===== src/rtl/core/srv_pkg.sv =====
// ----------------------------------------------------------------------------
// srv_pkg
// shared widths, constants and cell state types of the refraction core
// ----------------------------------------------------------------------------
package srv_pkg;

    localparam int COMPONENT_WIDTH_DEF = 16;

    // refractive index, unsigned q3.12
    localparam int IDX_W     = 15;
    // dividend of the index ratio: index shifted up by 16
    localparam int DVD_W     = IDX_W + 16;
    localparam int DIV_STEPS = DVD_W;

    // eta in q4.16, saturated
    localparam int ETA_W = 20;
    // cosi with 28 fraction bits, 0 .. 2^28
    localparam int COS_W = 29;
    // cosi squared
    localparam int COS2_W = 57;
    // floor(eta^2 / 2^16)
    localparam int ETA2_W = 24;
    // 1 - cosi^2 with 28 fraction bits
    localparam int S_W = 29;
    // eta2 * s
    localparam int PROD_W = ETA2_W + S_W;
    // floor(eta * cosi / 2^22)
    localparam int CE_W = 27;
    // c = ce - sqrt(k), signed
    localparam int C_W = CE_W + 1;

    // radicand k, 44 fraction bits, padded to an even width
    localparam int K_W        = 45;
    localparam int RAD_W      = 46;
    localparam int ROOT_W     = RAD_W / 2;
    localparam int SREM_W     = ROOT_W + 3;
    localparam int SQRT_STEPS = ROOT_W;

    localparam logic [ETA_W-1:0] ETA_MAX = {ETA_W{1'b1}};

    typedef struct packed {
        logic [IDX_W-1:0] rem;
        logic [DVD_W-1:0] dvd;
        logic [DVD_W-1:0] quo;
        logic [IDX_W-1:0] den;
    } srv_div_t;

    typedef struct packed {
        logic [RAD_W-1:0]  rad;
        logic [SREM_W-1:0] rem;
        logic [ROOT_W-1:0] root;
    } srv_sqrt_t;

endpackage


===== src/rtl/core/srv_sqrt_cell.sv =====
// ----------------------------------------------------------------------------
// srv_sqrt_cell
// one digit-pair square root step with its own register, plus a passenger bus
// ----------------------------------------------------------------------------
module srv_sqrt_cell #(
    parameter int SIDE_W = 8
) (
    input  logic                  clk,
    input  logic                  rst_n,
    input  logic                  vld,
    input  srv_pkg::srv_sqrt_t    st,
    input  logic [SIDE_W-1:0]     side,
    output logic                  vld_q,
    output srv_pkg::srv_sqrt_t    st_q,
    output logic [SIDE_W-1:0]     side_q
);
    import srv_pkg::*;

    logic [SREM_W-1:0] rem_t;
    logic [SREM_W-1:0] trial;
    logic              ge;
    srv_sqrt_t         st_next;
    logic              vld_reg;
    srv_sqrt_t         st_reg;
    logic [SIDE_W-1:0] side_reg;

    always_comb
    begin
        rem_t        = {st.rem[SREM_W-3:0], st.rad[RAD_W-1:RAD_W-2]};
        trial        = {1'b0, st.root, 2'b01};
        ge           = (rem_t >= trial);
        st_next.rem  = ge ? (rem_t - trial) : rem_t;
        st_next.rad  = {st.rad[RAD_W-3:0], 2'b00};
        st_next.root = {st.root[ROOT_W-2:0], ge};
    end

    always_ff @(posedge clk or negedge rst_n)
    begin
        if (!rst_n)
        begin
            vld_reg <= 1'b0;
        end
        else
        begin
            vld_reg <= vld;
        end
    end

    always_ff @(posedge clk)
    begin
        st_reg   <= st_next;
        side_reg <= side;
    end

    assign vld_q  = vld_reg;
    assign st_q   = st_reg;
    assign side_q = side_reg;

endmodule


===== config.mk =====
export PLATFORM = sky130hd
export DESIGN_NAME = srv_sqrt_cell
export DESIGN_NICKNAME = d
export VERILOG_FILES = /design/src/rtl/core/srv_pkg.sv /design/src/rtl/core/srv_sqrt_cell.sv
export SDC_FILE = /design/constraint.sdc
export NUM_CORES = 1
export LEC_CHECK = 0
export BUFFER_PORTS_ARGS = -buffer_cell sky130_fd_sc_hd__clkbuf_2
export CORE_ASPECT_RATIO = 1.25
export CORE_UTILIZATION = 43
export CTS_CLUSTER_DIAMETER = 30
export DETAILED_ROUTE_END_ITERATION = 12
export PLACE_DENSITY = 0.78
export SKIP_CTS_REPAIR_TIMING = 1
export SLEW_MARGIN = 20
export SYNTH_ARGS = -nofsm -noshare
export SYNTH_HDL_FRONTEND = slang
export SYNTH_SLANG_ARGS = --single-unit

===== constraint.sdc =====
create_clock -name clk -period 0.9 [get_ports clk]
set_input_delay 0 -clock clk [delete_from_list [all_inputs] [get_ports clk]]
set_output_delay 0 -clock clk [all_outputs]
set_load 0.05 [all_outputs]

== Word level (Yosys, flattened, before mapping) ==
Index checks and enable logic that the tools add are counted.
Word-level totals
  logic and storage cells: 8
  input bits: 106
  output and inout bits: 104
  register bits after elaboration: 102
Cells by class
  $add $sub $neg: 1
  magnitude comparators: 1
  multiplexer cells: 1
Operators with widths (number)
  $ge A26 B25 Y1: 1
  $mux W26: 1
  $sub A26 B25 Y26: 1

== Longest topological paths before layout ==
  depth in word-level cells: 2
  depth in mapped cells: 12
  depth with buffers taken out: 9

== Least setup slack after synthesis ==
OpenSTA, ideal clock, no wires.
  path kind: input -> register
  start: in st[9] in the netlist's numbering
  end: reg st_reg (netlist bit st_q[47])
  path slack: -0.983 ns
  required time: 0.781 ns
  path buffers: 1
  setup time: 0.119 ns
  stages: 10
  data arrival time: 1.764 ns
  path through: inv_1 ha_1 a21oi_1 o21ai_1 a21o_1 a31o_1 a211oi_2 buf_4 inv_2 o221a_1
RTL lines
  start, declared: RTL line srv_sqrt_cell.sv:11  | input srv_pkg::srv_sqrt_t st,
  end signal, assigned: RTL line srv_sqrt_cell.sv:51  | st_reg <= st_next;
  end, declared: RTL line srv_sqrt_cell.sv:24  | srv_sqrt_t st_reg;

==> results.cfg <==
[power_and_ir_drop]
total_power_mw = 14.56
powerDensity_nw_per_um2 = 1766
irDropWorstVdd_mv = 1.393
total_leakage_power_nw = 3.852

[detailed_routing]
wl_met3_um = 3026
routed_via_density = 5.881
first_iter_violations = 724
antenna_left = 0
wl_met1_um = 8364
wire_per_inst_um = 26.04
wl_um = 24210
topRoutingLayerUsed = met4
met2_length_um = 10650
vias = 5469
drcViolationCount = 0
drt-pass1-iter-count = 6

[critical_path]
timing.setup.critical_path_class = primary input to register
arrival_ns = 2.34
start_kind = primary input
cp-end-kind = register
worstPathMaxFanout = 6
crit_required_ns = 1.17

[clock_network]
cts_tree = built
clk_transition_reported_paths_ns = 0.11
htree_levels = 3
cts_sinks = 102
cts_root_buffer = clkbuf_8
cts_buffers = 9
clk_path_buf_depth = 2

[global_routing]
grt_pass1_vias = 3839
grt-ovfl-total = 0
grt_util_all_layers_pct = 25.28
grt_max_degree = 23
antenna_found_initial = 0
grt_pass1_wl_um = 17820

[placed_design]
place.gp.congestion = 0.8606
pre_cts_slack_ns = -1.166
port_buffers = 205
hpwl_um = 9775
post_dp_cell_area_um2 = 5866

[cells_and_area]
antenna_cells = 0
final_nets = 936
drive_gt1_share_pct = 58.77
stdcell_area_um2 = 8244
final_util_pct = 95.27
syn_to_final_growth_pct = 115.4
fillers = 204

[worst_hold_path]
min-delay-start = st[37]
min_path_cells = 3
hold_class = primary input to register
min_to = st_q[39]

[timing]
finalCritPeriodShare_pct = 230.2
slew_headroom_pct = 61.47
rsz0062_at_grt = yes
tightestPinTransition_ns = 0.5719
period_needed_ns = 2.072
slew_viol_final = 0
setup_viol = 52
hold_slack_ns = -0.03496
hold_violations = 1
max_freq_mhz = 482.6
finalWorstSetupSlack_ns = -1.172

[synth]
syn_area_um2 = 3827
syn_avg_cell_area_um2 = 9.839
yosysUniqueCellTypes = 52
netlist_instances = 389
ys.flop_type = dfxtp_1
yosysSeqAreaShare_pct = 53.48
synth_edf_count = 0
ys_ff_latch = 102
async_flop_share_pct = 0.9804
synth_warnings = 0

[outcome]
violations = negative hold slack, negative setup slack
outcome = finished, violations left

[floorplan]
initial_utilization_pct = 44.23
die_w_um = 86.39
dieArea_um2 = 9285
die_h_um = 107.5
ioPinCount = 210
coreArea_um2 = 8653
rows = 38

[run]
max_cap_violations = 0
==> area by class of cell <==
class                   count  area [um2]  share of cell area [%]
repair buffers            417        3657                   44.36
flip-flops and latches    102        2162                   26.23
multi-input cells         243        1939                   23.52
well taps                 120       150.1                   1.821
clock buffers              11       141.4                   1.715
inverters                  32       130.1                   1.578
clock inverters             5       63.81                  0.7740
==> worst max-delay path by stage <==
stage	cells past startpoint	from	end
after floorplan	10	st[43]	st_q[47]
after global placement	10	st[6]	st_q[48]
after detailed placement	10	st[6]	st_q[48]
after CTS	10	st[6]	st_q[48]
after global routing	12	st[6]	st_q[32]
final	12	st[6]	st_q[41]
==> through the flow <==
step	TNS [ns]	instances
finish	-27.90	930
global route	-31.25	930
CTS	-26.96	816
detailed placement	-28.33	800
global placement	-27.41	800
floorplan	-21.79	390
==> flip-flops by register name (all words and copies together), names as in the netlist <==
| register | cells |
|---|---|
| side_q | 8 |
| st_q | 93 |
| vld_q | 1 |
==> kinds of logic after synthesis <==
logic type	share of synthesized area, %
buffers and inverters	5.263
muxes	0.2615
other	0.09798
AOI/OAI and AO/OA	15.86
xor gates and xnor gates	5.492
and+or+nand+nor	11.38
adders and majority gates	8.173
DFF	53.48
==> placed cells by master (no fill, tap or decap), drive strengths merged, types with 2 or more instances in the layout <==
cell type    Yosys  routed
inv             32      34
a21o             5       5
nand2b           2       2
o21bai           2       2
a31oi            2       2
nand4            5       5
dlygate4sd3      0     102
clkbuf           2     107
xor2            13      13
xnor2           11      11
ha              25      25
a31o             2       2
nor3             2       2
a21oi           30      30
nand2           54      54
and3             2       2
o21a             2       2
buf             11     219
and2             2       2
nand3            2       2
conb             1       2
nor2            15      15
nor4             2       2
o21ai           42      42
dfxtp          101     101
and4             2       2
==> Yosys cell counts (2+ instances only) <==
master | n | area [um2]
dfxtp_1 | 101 | 2022
nand2_1 | 54 | 202.7
o21ai_0 | 39 | 195.2
inv_1 | 31 | 116.4
a21oi_1 | 30 | 150.1
ha_1 | 25 | 312.8
nor2_1 | 15 | 56.30
xor2_1 | 13 | 113.9
xnor2_1 | 11 | 96.34
buf_4 | 7 | 52.55
a21o_1 | 5 | 37.54
buf_2 | 4 | 20.02
nand4_1 | 4 | 25.02
o21ai_1 | 3 | 15.01
a31oi_1 | 2 | 12.51
and2_1 | 2 | 12.51
and3_1 | 2 | 12.51
and4_1 | 2 | 17.52
nand2b_1 | 2 | 12.51
nand3_1 | 2 | 10.01
nor3_1 | 2 | 10.01
o21a_1 | 2 | 15.01
o21bai_1 | 2 | 15.01
==> critical path, stage by stage <==
cell      delay, ns
clkbuf_2       0.10
inv_1          0.09
ha_4           0.31
buf_4          0.15
nand2_1        0.07
o21ai_0        0.48
nand2_1        0.19
nor3b_1        0.20
buf_4          0.16
o21bai_1       0.19
xnor2_1        0.10
o21ai_0        0.27
==> metal layers <==
| metal | vias up | GRT usage (%) |
|---|---|---|
| met2 | 603 | 46.15 |
| met3 | 225 | 7.975 |
| li1 | 2142 | - |
| met1 | 2499 | 26.79 |
| met4 | 0 | 9.524 |
| met5 | - | 0 |
==> where the power goes <==
group / switching, mW / leakage, nW / internal (mW)
clock: 1.82 / 0.101 / 1.39
sequential: 0.290 / 0.867 / 5.01
combinational: 3.51 / 2.88 / 2.55
total: 5.61 / 3.85 / 8.94
Power figures use the tool's default switching activity.
