===== src/rtl/core/srv_pkg.sv =====
// ----------------------------------------------------------------------------
// srv_pkg
// shared widths, constants and cell state types of the refraction core
// ----------------------------------------------------------------------------
package srv_pkg;

    localparam int COMPONENT_WIDTH_DEF = 16;

    // refractive index, unsigned q3.12
    localparam int IDX_W     = 15;
    // dividend of the index ratio: index shifted up by 16
    localparam int DVD_W     = IDX_W + 16;
    localparam int DIV_STEPS = DVD_W;

    // eta in q4.16, saturated
    localparam int ETA_W = 20;
    // cosi with 28 fraction bits, 0 .. 2^28
    localparam int COS_W = 29;
    // cosi squared
    localparam int COS2_W = 57;
    // floor(eta^2 / 2^16)
    localparam int ETA2_W = 24;
    // 1 - cosi^2 with 28 fraction bits
    localparam int S_W = 29;
    // eta2 * s
    localparam int PROD_W = ETA2_W + S_W;
    // floor(eta * cosi / 2^22)
    localparam int CE_W = 27;
    // c = ce - sqrt(k), signed
    localparam int C_W = CE_W + 1;

    // radicand k, 44 fraction bits, padded to an even width
    localparam int K_W        = 45;
    localparam int RAD_W      = 46;
    localparam int ROOT_W     = RAD_W / 2;
    localparam int SREM_W     = ROOT_W + 3;
    localparam int SQRT_STEPS = ROOT_W;

    localparam logic [ETA_W-1:0] ETA_MAX = {ETA_W{1'b1}};

    typedef struct packed {
        logic [IDX_W-1:0] rem;
        logic [DVD_W-1:0] dvd;
        logic [DVD_W-1:0] quo;
        logic [IDX_W-1:0] den;
    } srv_div_t;

    typedef struct packed {
        logic [RAD_W-1:0]  rad;
        logic [SREM_W-1:0] rem;
        logic [ROOT_W-1:0] root;
    } srv_sqrt_t;

endpackage


===== src/rtl/core/srv_div_cell.sv =====
// ----------------------------------------------------------------------------
// srv_div_cell
// one restoring division step with its own register, plus a passenger bus
// ----------------------------------------------------------------------------
module srv_div_cell #(
    parameter int SIDE_W = 8
) (
    input  logic                  clk,
    input  logic                  rst_n,
    input  logic                  vld,
    input  srv_pkg::srv_div_t     st,
    input  logic [SIDE_W-1:0]     side,
    output logic                  vld_q,
    output srv_pkg::srv_div_t     st_q,
    output logic [SIDE_W-1:0]     side_q
);
    import srv_pkg::*;

    logic [IDX_W:0]  trial;
    logic [IDX_W:0]  diff;
    logic            ge;
    srv_div_t        st_next;
    logic            vld_reg;
    srv_div_t        st_reg;
    logic [SIDE_W-1:0] side_reg;

    always_comb
    begin
        trial        = {st.rem, st.dvd[DVD_W-1]};
        diff         = trial - {1'b0, st.den};
        ge           = (trial >= {1'b0, st.den});
        st_next.rem  = ge ? diff[IDX_W-1:0] : trial[IDX_W-1:0];
        st_next.dvd  = {st.dvd[DVD_W-2:0], 1'b0};
        st_next.quo  = {st.quo[DVD_W-2:0], ge};
        st_next.den  = st.den;
    end

    always_ff @(posedge clk or negedge rst_n)
    begin
        if (!rst_n)
        begin
            vld_reg <= 1'b0;
        end
        else
        begin
            vld_reg <= vld;
        end
    end

    always_ff @(posedge clk)
    begin
        st_reg   <= st_next;
        side_reg <= side;
    end

    assign vld_q  = vld_reg;
    assign st_q   = st_reg;
    assign side_q = side_reg;

endmodule


===== config.mk =====
export PLATFORM = sky130hd
export DESIGN_NAME = srv_div_cell
export DESIGN_NICKNAME = d
export VERILOG_FILES = /design/src/rtl/core/srv_pkg.sv /design/src/rtl/core/srv_div_cell.sv
export SDC_FILE = /design/constraint.sdc
export NUM_CORES = 1
export LEC_CHECK = 0
export BUFFER_PORTS_ARGS = -buffer_cell sky130_fd_sc_hd__buf_2
export CAP_MARGIN = 5
export CORE_MARGIN = 2
export CORE_UTILIZATION = 44
export CTS_CLUSTER_DIAMETER = 200
export DETAILED_ROUTE_END_ITERATION = 12
export PLACE_DENSITY = 0.93
export RECOVER_POWER = 25
export SETUP_SLACK_MARGIN = 0.1
export SLEW_MARGIN = 10
export SYNTH_ARGS = -nofsm -noshare
export SYNTH_HDL_FRONTEND = slang
export SYNTH_SLANG_ARGS = --single-unit
export TNS_END_PERCENT = 100

===== constraint.sdc =====
create_clock -name clk -period 0.83 [get_ports clk]
set_clock_uncertainty 0.15 [all_clocks]
set_input_delay 0.083 -clock clk [delete_from_list [all_inputs] [get_ports clk]]
set_output_delay 0.083 -clock clk [all_outputs]
set_load 0.01 [all_outputs]

* Word-level counts from Yosys, hierarchy flattened
Index checks and enable logic that the tools add are counted.
** Storage, ports and cells
- Bits in registers :: 100
- Output and inout port bits :: 101
- Logic and storage cells :: 9
** Operators by class
- Add/subtract/negate cells :: 1
- Magnitude comparators :: 1
- Muxes and demuxes :: 1
** Operator list (count)
- $ge 16x15->1 :: 1
- $mux 15 :: 1
- $sub 15x15->15 :: 1

* Longest topological paths before layout
Gate-level depths: netlist of run 1.
- Depth after elaboration :: 2
- Depth in mapped cells :: 11
- Mapped depth without buffers :: 9

* Least setup slack after synthesis of run 1
No wires, ideal clock.
- Kind :: input to register
- Start point :: input port st[76] (netlist name)
- End point :: register st_reg (netlist bit st_q[84])
- Library setup time :: 121 ps
- Data arrival time :: 1996 ps
- Setup slack :: -1437 ps
- Stages :: 11
- Path buffers :: 2
- Cells stage by stage :: inv_1 ha_1 fa_1 nand2b_1 a21oi_1 o221ai_1 o2111ai_1 a311o_1 buf_6 buf_12 mux2_4
** RTL lines
- start, declared :: RTL line srv_div_cell.sv:11 : input srv_pkg::srv_div_t st,
- end signal, assigned :: RTL line srv_div_cell.sv:52 : st_reg <= st_next;
- end, declared :: RTL line srv_div_cell.sv:24 : srv_div_t st_reg;

==> reports/qor.csv, run 1 <==
metric,value,unit
track_usage,0.360,
cts_hold_buf,83,
synth_edf_count,0,
rsz0062_at_grt,yes,
via_per_inst,5.82,
drtPass1Iterations,6,
finalSetupViolCount,116,
fmax,472,MHz
arrival,2.23,ns
grt_max_degree,20,
synth-async-reset-ratio,0.0100,
top_layer_used,met5,
area_growth,111,%
setup_ws,-1.29,ns
ant_nets,0,
required,0.94,ns
synth-seq-cells,100,
post-dp-hpwl,7130,um
fp.dieW,87.7,um
period_needed,2.12,ns
post_drt_wl_per_cell,28.3,um
root_buffer,clkbuf_8,
core_area,0.00679,mm2
maxSlewHeadroom,0.666,
start_util,0.454,
wl,19500,um
cts_tree,built,
cts_buffers,9,
portBuffers,201,
wl_met2,9090,um
synth_flop_cell,dfxtp_1,
status,"finished, violations left",
routabilityCongestion,0.882,
die_y,87.7,um
vias,4015,
tns,-43.73,ns
fin_util,0.958,
startpoint_type,input pin,
ir_drop,1280,uV
end_kind,flop,
path_clk_slew,0.11,ns
cts_sinks,100,
antenna_found_initial,1,
syn_avg_cell_area,12.7,um2
clockBufferDepth,2,
dp_slack,-1.58,ns
yosysWarnings,0,
synth_cells,243,
globalRoute.totalOverflow,0,
max_slew.worst_pin.slew,0.498,ns
layout-drive-gt1-share,0.668,
seq_area_frac_synth,0.650,
power.density,1880,mW/mm2
finalCritPeriodShare,2.55,
io_pins,204,
syn_area,0.00309,mm2
fillers,150,
hp-class,in -> reg,
violations,"hold timing, setup timing",
die_area,0.00770,mm2
whs,-0.337,ns
drv_slew,0,
grt_pass1_vias,3746,
drcViolationCount,0,
rows,30,
hold_violations,17,
worst-setup-path-type,in -> reg,
power.leakage,0.00307,uW
crit_fanout,4,
htree_levels,3,
first_iter_violations,579,
wl_met1,6280,um
met3_length,2380,um
synthesis.nets,362,
grt_pass1_wl,20300,um
final_nets,707,
yosys.cell_types.count,42,
cap_viol_max_count,0,
[stage by stage]
step	instances	power [uW]	cell area (um2)
detailed placement	576	7440	4570
global route	690	12400	6510
global placement	576	7360	4570
finish	690	12200	6510
floorplan	243	6440	3190
CTS	678	10900	5900
[cells in the final DEF, fill, tap and decap left out, drive strengths merged, types with 3 or more instances in the layout]
master,instances
clkinv,3
nand2b,4
a211oi,3
dfxtp,99
o21a,4
mux2,12
nand4,3
xnor2,7
mux2i,3
nand3,4
o21ai,9
a21oi,9
clkbuf,13
nor2,9
dlygate4sd3,83
inv,22
nand2,13
buf,253
ha,15
[Yosys cell counts, drive strengths merged, types with 3 or more instances]
library cell	instances	area, um2
dfxtp	99	1980
nand4	3	18.8
a211oi	3	22.5
nand2b	4	25.0
nor2	9	33.8
ha	15	188
o21ai	9	45.0
buf	4	50.1
a21oi	9	71.3
nand2	13	48.8
o21a	4	30.0
nand3	4	20.0
mux2i	3	30.0
inv	19	71.3
xnor2	7	61.3
mux2	12	158
[registers in the layout, indices dropped and copies added, names as in the netlist]
| register | flops |
|---|---|
| side_q | 8 |
| st_q | 91 |
| vld_q | 1 |
[final timing paths]
kind,start,endpoint,slack (ns),cells past startpoint
worst max-delay path,st[10],st_q[91],-1.29,10
worst min-delay path,st[0],st_q[0],-0.34,1
max in group asynchronous,rst_n,vld_q,0.52,2
min in group asynchronous,rst_n,vld_q,-0.11,2
[where the power goes]
group	internal, uW	switching (uW)
clock	1160	2060
combinational	1900	1620
sequential	5240	236
total	8300	3910
[worst max-delay path: stages]
cell	delay [ns]
buf_2	0.10
inv_1	0.08
ha_4	0.31
nand2_1	0.14
o21a_1	0.26
buf_4	0.17
o211ai_1	0.42
o21ai_0	0.22
o311a_1	0.18
mux2_4	0.28
[kinds of logic (layout without fill, tap and decap cells)]
group,Yosys count,after routing,synth area share
buffers and inverters,25,375,0.0418
xor gates and xnor gates,9,9,0.0255
muxes,15,15,0.0608
DFF,100,100,0.650
AOI/OAI and AO/OA,38,38,0.0921
and+or+nand+nor,39,39,0.0608
other,1,2,0.00122
adders and majority gates,16,16,0.0673
[metal layers]
metal / GRT usage / up-vias
met5: 0 / -
met4: 0.193 / 2
met3: 0.116 / 165
met2: 0.638 / 476
met1: 0.377 / 1863
li1: - / 1509
[cell type report]
type	instances	area (um2)	area share
repair buffers	340	2790	0.429
flip-flops and latches	100	2110	0.324
multi-input cells	118	1210	0.186
clock buffers	9	124	0.0190
well taps	96	120	0.0185
inverters	19	83.8	0.0129
clock inverters	7	66.3	0.0102
diodes	1	2.50	0.000385
[repair_timing]
item	4_1_cts	5_1_grt
setup endpoints to repair	116	116
pin swaps	6	11
endpoints found under the hold margin	100	18
buffers inserted	3	11
cloned	0	0
resized for setup	73	135
Note: power is estimated with default switching activity, not from simulation.
==> run 2: changes to the inputs <==
CORE_UTILIZATION = 30   (was 44)
MAX_ROUTING_LAYER = met4   (was unset)
PLACE_DENSITY = 0.71   (was 0.93)
RECOVER_POWER = 50   (was 25)
==> run 2 against run 1 <==
Effect of this change:
- the flow still finishes with violations (hold timing, setup timing)
- die area rose by 44%
- combinational power fell by 18%
- first-iteration DRC count down 84%
- power decreased by 8.0%
- non-clock buffer count decreased by 12
- global-route usage shrank 16 points
- core utilization decreased by 34 points
- sequential share of layout area is 0.84 points higher
- hold slack improved by 0.012 ns
- setup slack improved by 0.29 ns
- final cell count is 4.2% higher
- critical path type unchanged
- largest cell class unchanged
==> reports/qor.csv, run 2 (same netlist as run 1, synthesis figures left out) <==
metric,value,unit
status,"finished, violations left",
violations,"hold timing, setup timing",
hold_depth,1,
worst-setup-path-type,in -> reg,
core_area,0.0101,mm2
cts_buffers,9,
finalCritPeriodShare,2.20,
globalRoute.totalOverflow,0,
end_kind,flop,
post-dp-hpwl,7000,um
cts_tree,built,
post_drt_wl_per_cell,15.9,um
routabilityCongestion,0.823,
fin_area,0.00627,mm2
cts_hold_buf,85,
root_buffer,clkbuf_8,
final_nets,695,
vias,3059,
cts_sinks,100,
grt_max_degree,20,
startpoint_type,input pin,
ir_drop,767,uV
setup_ws,-0.997,ns
hp-class,in -> reg,
met2_usage,0.350,
grt_pass1_wl,16400,um
use_met3,0.0600,
clockBufferDepth,2,
cap_viol_max_count,0,
arrival,1.94,ns
crit_fanout,8,
rows,37,
grt_pass1_vias,3192,
rsz0062_at_grt,yes,
whs,-0.324,ns
drcViolationCount,0,
grt.busiest_layer,met2,
via_per_inst,4.25,
worstHoldEndpoint,st_q[0],
final_common_cell,buf_2,
final_cell_mix,"137 x buf_2, 84 x dlygate4sd3_1, 66 x buf_6",
io_pins,204,
power.density,1790,mW/mm2
finalSetupViolCount,116,
drtPass1Iterations,4,
die_area,0.0111,mm2
antenna_found_initial,1,
placed_area,0.00460,mm2
first_iter_violations,90,
htree_levels,3,
worstHoldStart,st[0],
ant_nets,0,
largest_reg_flops,91,
p_total,11200,uW
fmax,547,MHz
path_clk_slew,0.10,ns
start_util,0.304,
hold_violations,16,
required,0.94,ns
dp_slack,-1.60,ns
area_growth,103,%
period_needed,1.83,ns
met1_usage,0.196,
layout-drive-gt1-share,0.613,
power.leakage,0.00297,uW
portBuffers,201,
wl,11400,um
fp.dieW,105,um
drv_slew,0,
die_y,105,um
track_usage,0.198,
==> run 2: per-stage QoR <==
stage / util / hold slack [ns] / std cells / TNS, ns
final: 0.618 / -0.324 / 719 / -36.68
after CTS: 0.588 / -0.339 / 716 / -37.97
after detailed placement: 0.454 / -0.276 / 613 / -24.48
after global routing: 0.618 / -0.336 / 718 / -40.84
after floorplan: - / -0.363 / 243 / -19.41
after global placement: 0.454 / -0.275 / 613 / -23.51
==> run 2: repair_timing <==
action | in CTS | in global routing
endpoints found under the hold margin | 100 | 17
buffers inserted | 2 | 1
resized for setup | 75 | 83
pin swaps | 6 | 1
setup endpoints to repair | 116 | 118
==> run 2: how the worst max path moves through the flow <==
stage	from	to	slack (ns)
floorplan	st[76]	st_q[84]	-1.31
global placement	st[76]	st_q[83]	-1.52
detailed placement	st[76]	st_q[81]	-1.60
CTS	st[76]	st_q[81]	-0.99
global route	st[76]	st_q[81]	-1.06
finish	st[76]	st_q[81]	-1.0
==> run 2: layout make-up <==
type / instances / area [um2]
Antenna cell: 2 / 5.00
Clock buffer: 10 / 128
Clock inverter: 6 / 57.6
Fill cell: 749 / 3870
Inverter: 19 / 83.8
Multi-Input combinational cell: 118 / 1150
Sequential cell: 100 / 2080
Tap cell: 136 / 170
Timing Repair Buffer: 328 / 2590
==> run 2: layer usage <==
layer / part of all wire / vias to the layer above
met2: 0.52 / 134
met5: 0 / -
met1: 0.38 / 1405
met4: 0.036 / 0
li1: - / 1487
met3: 0.073 / 33
==> run 2: worst max-delay path, stage by stage <==
cell	delay, ns
buf_12	0.09
inv_12	0.03
ha_4	0.15
fa_2	0.34
nand2b_4	0.17
a21oi_4	0.15
o221ai_2	0.12
o2111ai_2	0.07
a311o_1	0.25
buf_6	0.19
mux2_4	0.31
==> run 2: where the power goes <==
group,leakage [uW],internal (uW),switching [uW]
logic,0.00203,1730,1150
registers,0.000847,5220,163
clock network,0.0000949,1160,1810
